## src/ale_pkg.sv

```systemverilog
// ----------------------------------------------------------------------------
// Array list engine package
// Field widths, request actions and result status codes shared by the
// list engine and its entry memory.
// ----------------------------------------------------------------------------
package ale_pkg;

   localparam int WORD_W      = 32;
   localparam int ACT_W       = 3;
   localparam int POS_W       = 7;
   localparam int STATUS_W    = 2;
   localparam int COUNT_W     = 7;
   localparam int REQ_DATA_W  = 40;
   localparam int REQ_USER_W  = ACT_W;
   localparam int RSP_DATA_W  = 40;
   localparam int RSP_USER_W  = STATUS_W;

   typedef enum logic [ACT_W-1:0] {
      ACT_APPEND  = 3'd0,
      ACT_HEAD    = 3'd1,
      ACT_INSERT  = 3'd2,
      ACT_READ    = 3'd3,
      ACT_DELETE  = 3'd4,
      ACT_CLEAR   = 3'd5,
      ACT_REVERSE = 3'd6
   } action_type;

   typedef enum logic [STATUS_W-1:0] {
      ST_OK    = 2'd0,
      ST_FULL  = 2'd1,
      ST_EMPTY = 2'd2,
      ST_RANGE = 2'd3
   } status_type;

endpackage

```

## src/ale_ram.sv

```systemverilog
// ----------------------------------------------------------------------------
// Array list entry memory
// One write port and one read port with registered read data.
// ----------------------------------------------------------------------------
module ale_ram #(
   parameter int DEPTH = 64
) (
   input  logic                         clock,
   input  logic                         wr_en,
   input  logic [$clog2(DEPTH)-1:0]     wr_addr,
   input  logic [ale_pkg::WORD_W-1:0]   wr_data,
   input  logic [$clog2(DEPTH)-1:0]     rd_addr,
   output logic [ale_pkg::WORD_W-1:0]   rd_data
);
   import ale_pkg::*;

   logic [WORD_W-1:0] mem [DEPTH];
   logic [WORD_W-1:0] rd_data_ff;

   always_ff @(posedge clock) begin
      if (wr_en) begin
         mem[wr_addr] <= wr_data;
      end
      rd_data_ff <= mem[rd_addr];
   end

   assign rd_data = rd_data_ff;

endmodule

```

## src/array_list_engine.sv

```systemverilog
// ----------------------------------------------------------------------------
// Array list engine
// A bounded list of signed words with insert, delete, read, clear and reverse.
// ----------------------------------------------------------------------------
// Every request transaction yields one response transaction. The block takes
// one request at a time and is not ready while it works. All entry moves go
// through the entry memory one entry at a time, each read and then written:
// an insert at position p shifts the entries from p to the end up by one, a
// delete at position p shifts the entries after p down by one, and a reverse
// swaps entries pairwise from both ends inward. Clear, rejected requests and
// the unused action code move no entry. A finished response waits in an
// output register, so the next request is taken while it is still pending.
module array_list_engine #(
   parameter int DEPTH = 64
) (
   input  logic                            clock,
   input  logic                            reset,
   input  logic                            req_tvalid,
   output logic                            req_tready,
   // value [31:0], position [38:32], zero [39]
   input  logic [ale_pkg::REQ_DATA_W-1:0]  req_tdata,
   // action [2:0]
   input  logic [ale_pkg::REQ_USER_W-1:0]  req_tuser,
   output logic                            rsp_tvalid,
   input  logic                            rsp_tready,
   // read_value [31:0], count [38:32], zero [39]
   output logic [ale_pkg::RSP_DATA_W-1:0]  rsp_tdata,
   // status [1:0]
   output logic [ale_pkg::RSP_USER_W-1:0]  rsp_tuser
);
   import ale_pkg::*;

   localparam int AW   = $clog2(DEPTH);
   localparam int CW   = $clog2(DEPTH + 1);
   localparam int IW   = AW + 1;
   localparam int CMPW = (CW > POS_W) ? CW : POS_W;

   typedef enum logic [3:0] {
      S_IDLE,
      S_INS_RD,
      S_INS_WR,
      S_DEL_RD,
      S_DEL_WR,
      S_REV_A,
      S_REV_B,
      S_REV_C,
      S_REV_D,
      S_READ_A,
      S_READ_B,
      S_DONE
   } state_type;

   state_type           state_ff;
   logic [CW-1:0]       count_ff;
   logic [AW-1:0]       idx_ff;
   logic [AW-1:0]       hi_ff;
   logic [AW-1:0]       pos_ff;
   logic [WORD_W-1:0]   word_ff;
   logic [WORD_W-1:0]   temp_ff;
   status_type          status_ff;
   logic [WORD_W-1:0]   value_ff;
   logic                rsp_valid_ff;
   status_type          rsp_status_ff;
   logic [WORD_W-1:0]   rsp_value_ff;
   logic [COUNT_W-1:0]  rsp_count_ff;

   logic                wr_en;
   logic [AW-1:0]       wr_addr;
   logic [WORD_W-1:0]   wr_data;
   logic [AW-1:0]       rd_addr;
   logic [WORD_W-1:0]   rd_data;

   logic [WORD_W-1:0]   req_value;
   logic [POS_W-1:0]    req_pos;
   logic [CMPW-1:0]     pos_ext;
   logic [CMPW-1:0]     cnt_ext;
   logic                list_full;
   logic                list_empty;
   logic                req_accept;
   logic                rsp_free;

   assign req_value  = req_tdata[WORD_W-1:0];
   assign req_pos    = req_tdata[WORD_W+POS_W-1:WORD_W];
   assign pos_ext    = CMPW'(req_pos);
   assign cnt_ext    = CMPW'(count_ff);
   assign list_full  = (count_ff == CW'(DEPTH));
   assign list_empty = (count_ff == '0);
   assign req_tready = (state_ff == S_IDLE);
   assign req_accept = req_tvalid && req_tready;
   assign rsp_free   = !rsp_valid_ff || rsp_tready;

   ale_ram #(
      .DEPTH(DEPTH)
   ) u_ram (
      .clock   (clock),
      .wr_en   (wr_en),
      .wr_addr (wr_addr),
      .wr_data (wr_data),
      .rd_addr (rd_addr),
      .rd_data (rd_data)
   );

   always_comb begin
      wr_en   = 1'b0;
      wr_addr = idx_ff;
      wr_data = rd_data;
      rd_addr = idx_ff;
      unique case (state_ff)
         S_INS_RD: begin
            if (idx_ff > pos_ff) begin
               rd_addr = idx_ff - AW'(1);
            end else begin
               wr_en   = 1'b1;
               wr_addr = pos_ff;
               wr_data = word_ff;
            end
         end
         S_INS_WR: begin
            wr_en = 1'b1;
         end
         S_DEL_RD: begin
            rd_addr = idx_ff + AW'(1);
         end
         S_DEL_WR: begin
            wr_en = 1'b1;
         end
         S_REV_B: begin
            rd_addr = hi_ff;
         end
         S_REV_C: begin
            wr_en = 1'b1;
         end
         S_REV_D: begin
            wr_en   = 1'b1;
            wr_addr = hi_ff;
            wr_data = temp_ff;
         end
         S_READ_A: begin
            rd_addr = pos_ff;
         end
         default: begin
         end
      endcase
   end

   always_ff @(posedge clock) begin
      if (reset) begin
         state_ff     <= S_IDLE;
         count_ff     <= '0;
         rsp_valid_ff <= 1'b0;
      end else begin
         if (rsp_valid_ff && rsp_tready && state_ff != S_DONE) begin
            rsp_valid_ff <= 1'b0;
         end
         unique case (state_ff)
            S_IDLE: begin
               if (req_accept) begin
                  value_ff <= '0;
                  word_ff  <= req_value;
                  case (action_type'(req_tuser))
                     ACT_APPEND, ACT_HEAD, ACT_INSERT: begin
                        if (list_full) begin
                           status_ff <= ST_FULL;
                           state_ff  <= S_DONE;
                        end else if (action_type'(req_tuser) == ACT_INSERT &&
                                     pos_ext > cnt_ext) begin
                           status_ff <= ST_RANGE;
                           state_ff  <= S_DONE;
                        end else begin
                           status_ff <= ST_OK;
                           idx_ff    <= AW'(count_ff);
                           state_ff  <= S_INS_RD;
                           case (action_type'(req_tuser))
                              ACT_APPEND: pos_ff <= AW'(count_ff);
                              ACT_HEAD:   pos_ff <= '0;
                              default:    pos_ff <= AW'(req_pos);
                           endcase
                        end
                     end
                     ACT_READ, ACT_DELETE: begin
                        if (list_empty) begin
                           status_ff <= ST_EMPTY;
                           state_ff  <= S_DONE;
                        end else if (pos_ext >= cnt_ext) begin
                           status_ff <= ST_RANGE;
                           state_ff  <= S_DONE;
                        end else begin
                           status_ff <= ST_OK;
                           pos_ff    <= AW'(req_pos);
                           idx_ff    <= AW'(req_pos);
                           state_ff  <= (action_type'(req_tuser) == ACT_READ) ?
                                        S_READ_A : S_DEL_RD;
                        end
                     end
                     ACT_CLEAR: begin
                        state_ff <= S_DONE;
                        if (list_empty) begin
                           status_ff <= ST_EMPTY;
                        end else begin
                           status_ff <= ST_OK;
                           count_ff  <= '0;
                        end
                     end
                     ACT_REVERSE: begin
                        if (list_empty) begin
                           status_ff <= ST_EMPTY;
                           state_ff  <= S_DONE;
                        end else begin
                           status_ff <= ST_OK;
                           idx_ff    <= '0;
                           hi_ff     <= AW'(count_ff - CW'(1));
                           state_ff  <= S_REV_A;
                        end
                     end
                     default: begin
                        status_ff <= ST_OK;
                        state_ff  <= S_DONE;
                     end
                  endcase
               end
            end
            S_INS_RD: begin
               if (idx_ff > pos_ff) begin
                  state_ff <= S_INS_WR;
               end else begin
                  count_ff <= count_ff + CW'(1);
                  state_ff <= S_DONE;
               end
            end
            S_INS_WR: begin
               idx_ff   <= idx_ff - AW'(1);
               state_ff <= S_INS_RD;
            end
            S_DEL_RD: begin
               if ((IW'(idx_ff) + IW'(1)) < IW'(count_ff)) begin
                  state_ff <= S_DEL_WR;
               end else begin
                  count_ff <= count_ff - CW'(1);
                  state_ff <= S_DONE;
               end
            end
            S_DEL_WR: begin
               idx_ff   <= idx_ff + AW'(1);
               state_ff <= S_DEL_RD;
            end
            S_REV_A: begin
               state_ff <= (idx_ff < hi_ff) ? S_REV_B : S_DONE;
            end
            S_REV_B: begin
               temp_ff  <= rd_data;
               state_ff <= S_REV_C;
            end
            S_REV_C: begin
               state_ff <= S_REV_D;
            end
            S_REV_D: begin
               idx_ff   <= idx_ff + AW'(1);
               hi_ff    <= hi_ff - AW'(1);
               state_ff <= S_REV_A;
            end
            S_READ_A: begin
               state_ff <= S_READ_B;
            end
            S_READ_B: begin
               value_ff <= rd_data;
               state_ff <= S_DONE;
            end
            S_DONE: begin
               if (rsp_free) begin
                  rsp_valid_ff  <= 1'b1;
                  rsp_status_ff <= status_ff;
                  rsp_value_ff  <= value_ff;
                  rsp_count_ff  <= COUNT_W'(count_ff);
                  state_ff      <= S_IDLE;
               end
            end
            default: begin
               state_ff <= S_IDLE;
            end
         endcase
      end
   end

   assign rsp_tvalid = rsp_valid_ff;
   assign rsp_tuser  = rsp_status_ff;
   assign rsp_tdata  = {{(RSP_DATA_W - WORD_W - COUNT_W){1'b0}}, rsp_count_ff, rsp_value_ff};

   a_count_bound: assert property (@(posedge clock) disable iff (reset)
      count_ff <= CW'(DEPTH))
      else $error("Entry count exceeds the list depth.");

   a_busy_after_accept: assert property (@(posedge clock) disable iff (reset)
      req_accept |=> !req_tready)
      else $error("Engine still ready after taking a request transaction.");

   a_swap_order: assert property (@(posedge clock) disable iff (reset)
      (state_ff == S_REV_D) |-> (idx_ff < hi_ff))
      else $error("Reverse swap with crossed pointers.");

endmodule
```

## config.mk

```make
export PLATFORM = sky130hd
export DESIGN_NAME = array_list_engine
export DESIGN_NICKNAME = d
export VERILOG_FILES = /design/src/ale_pkg.sv /design/src/ale_ram.sv /design/src/array_list_engine.sv
export SDC_FILE = /design/constraint.sdc
export NUM_CORES = 2
export LEC_CHECK = 0
export ABC_AREA = 1
export BUFFER_PORTS_ARGS = -buffer_cell sky130_fd_sc_hd__buf_2
export CAP_MARGIN = 20
export CORE_ASPECT_RATIO = 1.25
export CORE_MARGIN = 4
export CORE_UTILIZATION = 30
export DETAILED_ROUTE_END_ITERATION = 6
export SYNTH_ARGS = -nofsm -noshare
export SYNTH_HDL_FRONTEND = slang
export SYNTH_SLANG_ARGS = --single-unit
```

## constraint.sdc

```tcl
create_clock -name clock -period 16.3 [get_ports clock]
set_input_delay 2.445 -clock clock [delete_from_list [all_inputs] [get_ports clock]]
set_output_delay 2.445 -clock clock [all_outputs]
set_load 0.05 [all_outputs]
```

==> results.cfg <==
[clocking]
cts.clk_slew.worst_paths_ns = 0.07
cts_resized = 0
clkLatencyLatePin_ns = 0.89
cts_sinks = 2249
clk_path_buf_depth = 4
cts_tree = done
cts-root-buf = clkbuf_16
cts_inserted_buffers = 215
cts_setup_buffers = 0
cts_hold_buf = 0
htreeDepth = 4

[synth]
synth_edf_count = 2205
synth_top_cell_area_share = 0.667
synth_area_leaders = edfxtp_1 (67%), nand3_1 (8.6%), inv_1 (7.0%)
synth_nets = 9376
ys_types = 46
synth_most_common_cell = edfxtp_1
synth-async-reset-ratio = 0
synth_top_flop_cell = edfxtp_1
netlist_top_cells_count = edfxtp_1 (2205), inv_1 (1849), nand3_1 (1698), nand2_1 (1495), nand4_1 (713)
synth_area_leader_cell = edfxtp_1
synthCells = 9299
synth-seq-cells = 2249
syn_avg_cell_area_um2 = 10.7
syn-cell-area_um2 = 99300
yosysSeqAreaShare = 0.676
ys_warn_count = 0

[floorplan]
die-height_um = 651
pin_count = 91
row_count = 235
start_util = 0.302
coreArea_um2 = 329000
die_w_um = 523
dieArea_um2 = 340000

[global_route]
grt_util_met3 = 0.0244
grt_start_max_net_pins = 198
grtUsageMet2 = 0.266
grt_util_met1 = 0.201
grt_pass1_wl_mm = 416
grt_pass1_vias = 63500
track_usage = 0.161
antenna_found_initial = 3
grt-ovfl-total = 0
top_usage_layer = met2

[status]
status = finished clean

[sta]
tns_ns = 0
rsz0062_at_grt = no
period_share = 0.412
worst_slew_pin_slew_ns = 1.12
hold_viol_final = 0
maxSlewViolCount = 0
clock.fmax_mhz = 149
setup_viol = 0
fin_skew_ns = 0.0753
worst_slack_ns = 9.58
slew_headroom = 0.252
final.min_clock_period_ns = 6.72

[detailed_routing]
drc = 0
wl_per_cell_um = 20.8
routed_wl_mm = 285
first_pass_iters = 7
post_drt_via_cell_ratio = 4.94
initialDrtViolationCount = 6819
route.vias.total = 67800
antenna_left = 0

[setup_path]
required_ns = 17.01
crit_arrival_ns = 7.44
end_kind = flop
crit_path_start_kind = flop
path_max_fanout = 183
crit_type = reg2reg

[placed_design]
port_buffers = 88
dp_hpwl_mm = 147
place_ws_ns = 9.83
gp_congestion = 0.870

[cells_and_area]
nFillCells = 32500
synthToLayoutAreaGrowth_pct = 12.0
ff_latch_area_um2 = 67100
multiInputGateArea_um2 = 23000
drive_above_1_share = 0.0703
num-nets-final = 9249

[min_path]
holdCritPathClass = reg2reg

[run]
cap_violations = 0
[kinds of logic (layout without fill, tap and decap cells)]
| kind of cell | count (synthesis) | count (layout) | share of synthesized area |
|---|---|---|---|
| multiplexers | 1 | 1 | 0.000101 |
| AO/OA/AOI/OAI | 451 | 451 | 0.0255 |
| other | 1 | 8 | 0.0000378 |
| flip-flops | 2249 | 2249 | 0.676 |
| XOR/XNOR | 14 | 14 | 0.00124 |
| AND/OR/NAND/NOR | 4078 | 4078 | 0.195 |
| adder cells (fa/ha/maj) | 30 | 30 | 0.00378 |
| buffers and inverters | 2475 | 2511 | 0.0990 |
[area by class of cell]
| class | count | area share |
|---|---|---|
| repair buffers | 274 | 0.0178 |
| clock inverters | 98 | 0.00778 |
| multi-input cells | 4575 | 0.206 |
| diodes | 7 | 0.000157 |
| well taps | 4384 | 0.0493 |
| flip-flops and latches | 2249 | 0.603 |
| clock buffers | 282 | 0.0523 |
| inverters | 1857 | 0.0630 |
[cells in the final DEF (no fill, tap or decap), types with 4 or more instances in the layout]
cell          n
a211oi_1      6
a21oi_1      27
a31oi_1       4
buf_12       10
buf_2        88
buf_4       174
bufinv_16    16
clkbuf_1     53
clkbuf_16   219
clkbuf_8     10
clkinv_1     45
clkinv_2     29
clkinv_4      4
dfxtp_1      44
diode_2       7
edfxtp_1   2205
ha_1         30
inv_1      1846
inv_2         6
nand2_1    1494
nand3_1    1696
nand4_1     713
nor2_1       80
nor2_4       59
nor3_1        9
nor3_2        6
o211ai_1     73
o21ai_0     222
o21ai_1      82
o22ai_1      23
xor2_1       13
[flip-flops by register name, indices dropped and copies added, names as in the netlist]
name / flops
rsp_tvalid: 1
rsp_value_ff: 32
value_ff: 32
status_ff: 2
cnt_ext: 7
word_ff: 32
rsp_tuser: 2
pos_ff: 6
rsp_count_ff: 7
state_ff: 4
temp_ff: 32
u_ram.mem: 2048
idx_ff: 6
u_ram.rd_data: 32
hi_ff: 6
[final timing paths]
| path | from | endpoint | slack (ns) | cells after the start |
|---|---|---|---|---|
| worst max-delay path | idx_ff[0]$_DFFE_PP_ | u_ram.rd_data[18]$_DFF_P_ | 9.58 | 22 |
| worst max register to register | idx_ff[0]$_DFFE_PP_ | u_ram.rd_data[18]$_DFF_P_ | 9.58 | 22 |
| worst min-delay path | status_ff[1]$_DFFE_PP_ | rsp_tuser[1]$_DFFE_PP_ | 0.41 | 0 |
| worst min register to register | status_ff[1]$_DFFE_PP_ | rsp_tuser[1]$_DFFE_PP_ | 0.41 | 0 |
[through the flow]
step	instance area (µm²)	hold WS (ns)	std cells	utilization
2_1_floorplan	99300	0.400	9299	-
3_3_place_gp	104000	0.403	13300	0.318
3_5_place_dp	104000	0.405	13300	0.318
4_1_cts	111000	0.410	13700	0.338
5_1_grt	111000	0.424	13700	0.338
6_report	111000	0.411	13700	0.338
[metal layers]
metal	part of all wire	vias to the layer above
met5	0	-
met4	0.061	0
met3	0.076	639
met2	0.47	2839
met1	0.39	32900
li1	-	31400
[critical path, cell delays in order, from the launching register on]
cell and delay (ns):
edfxtp_1 0.58, inv_1 0.32, ha_1 0.20, inv_1 0.04
nand2_1 0.05, nand2_1 0.05, nand2_1 0.05, nand3_1 0.09
nand2_1 0.12, nand2_4 0.10, nand2_2 0.23, nand2_8 0.31
nand3_4 0.67, buf_4 0.70, buf_12 0.48, buf_12 0.66
nand2_1 0.11, nand3_1 0.11, nand3_1 0.08, nand3_1 0.14
nand3_1 0.32, nand3_1 0.47, nand2_1 0.19
Power is left out: the tool's default activity adds up to more than one toggle a clock period on the data nets, which glitch-free logic cannot reach.
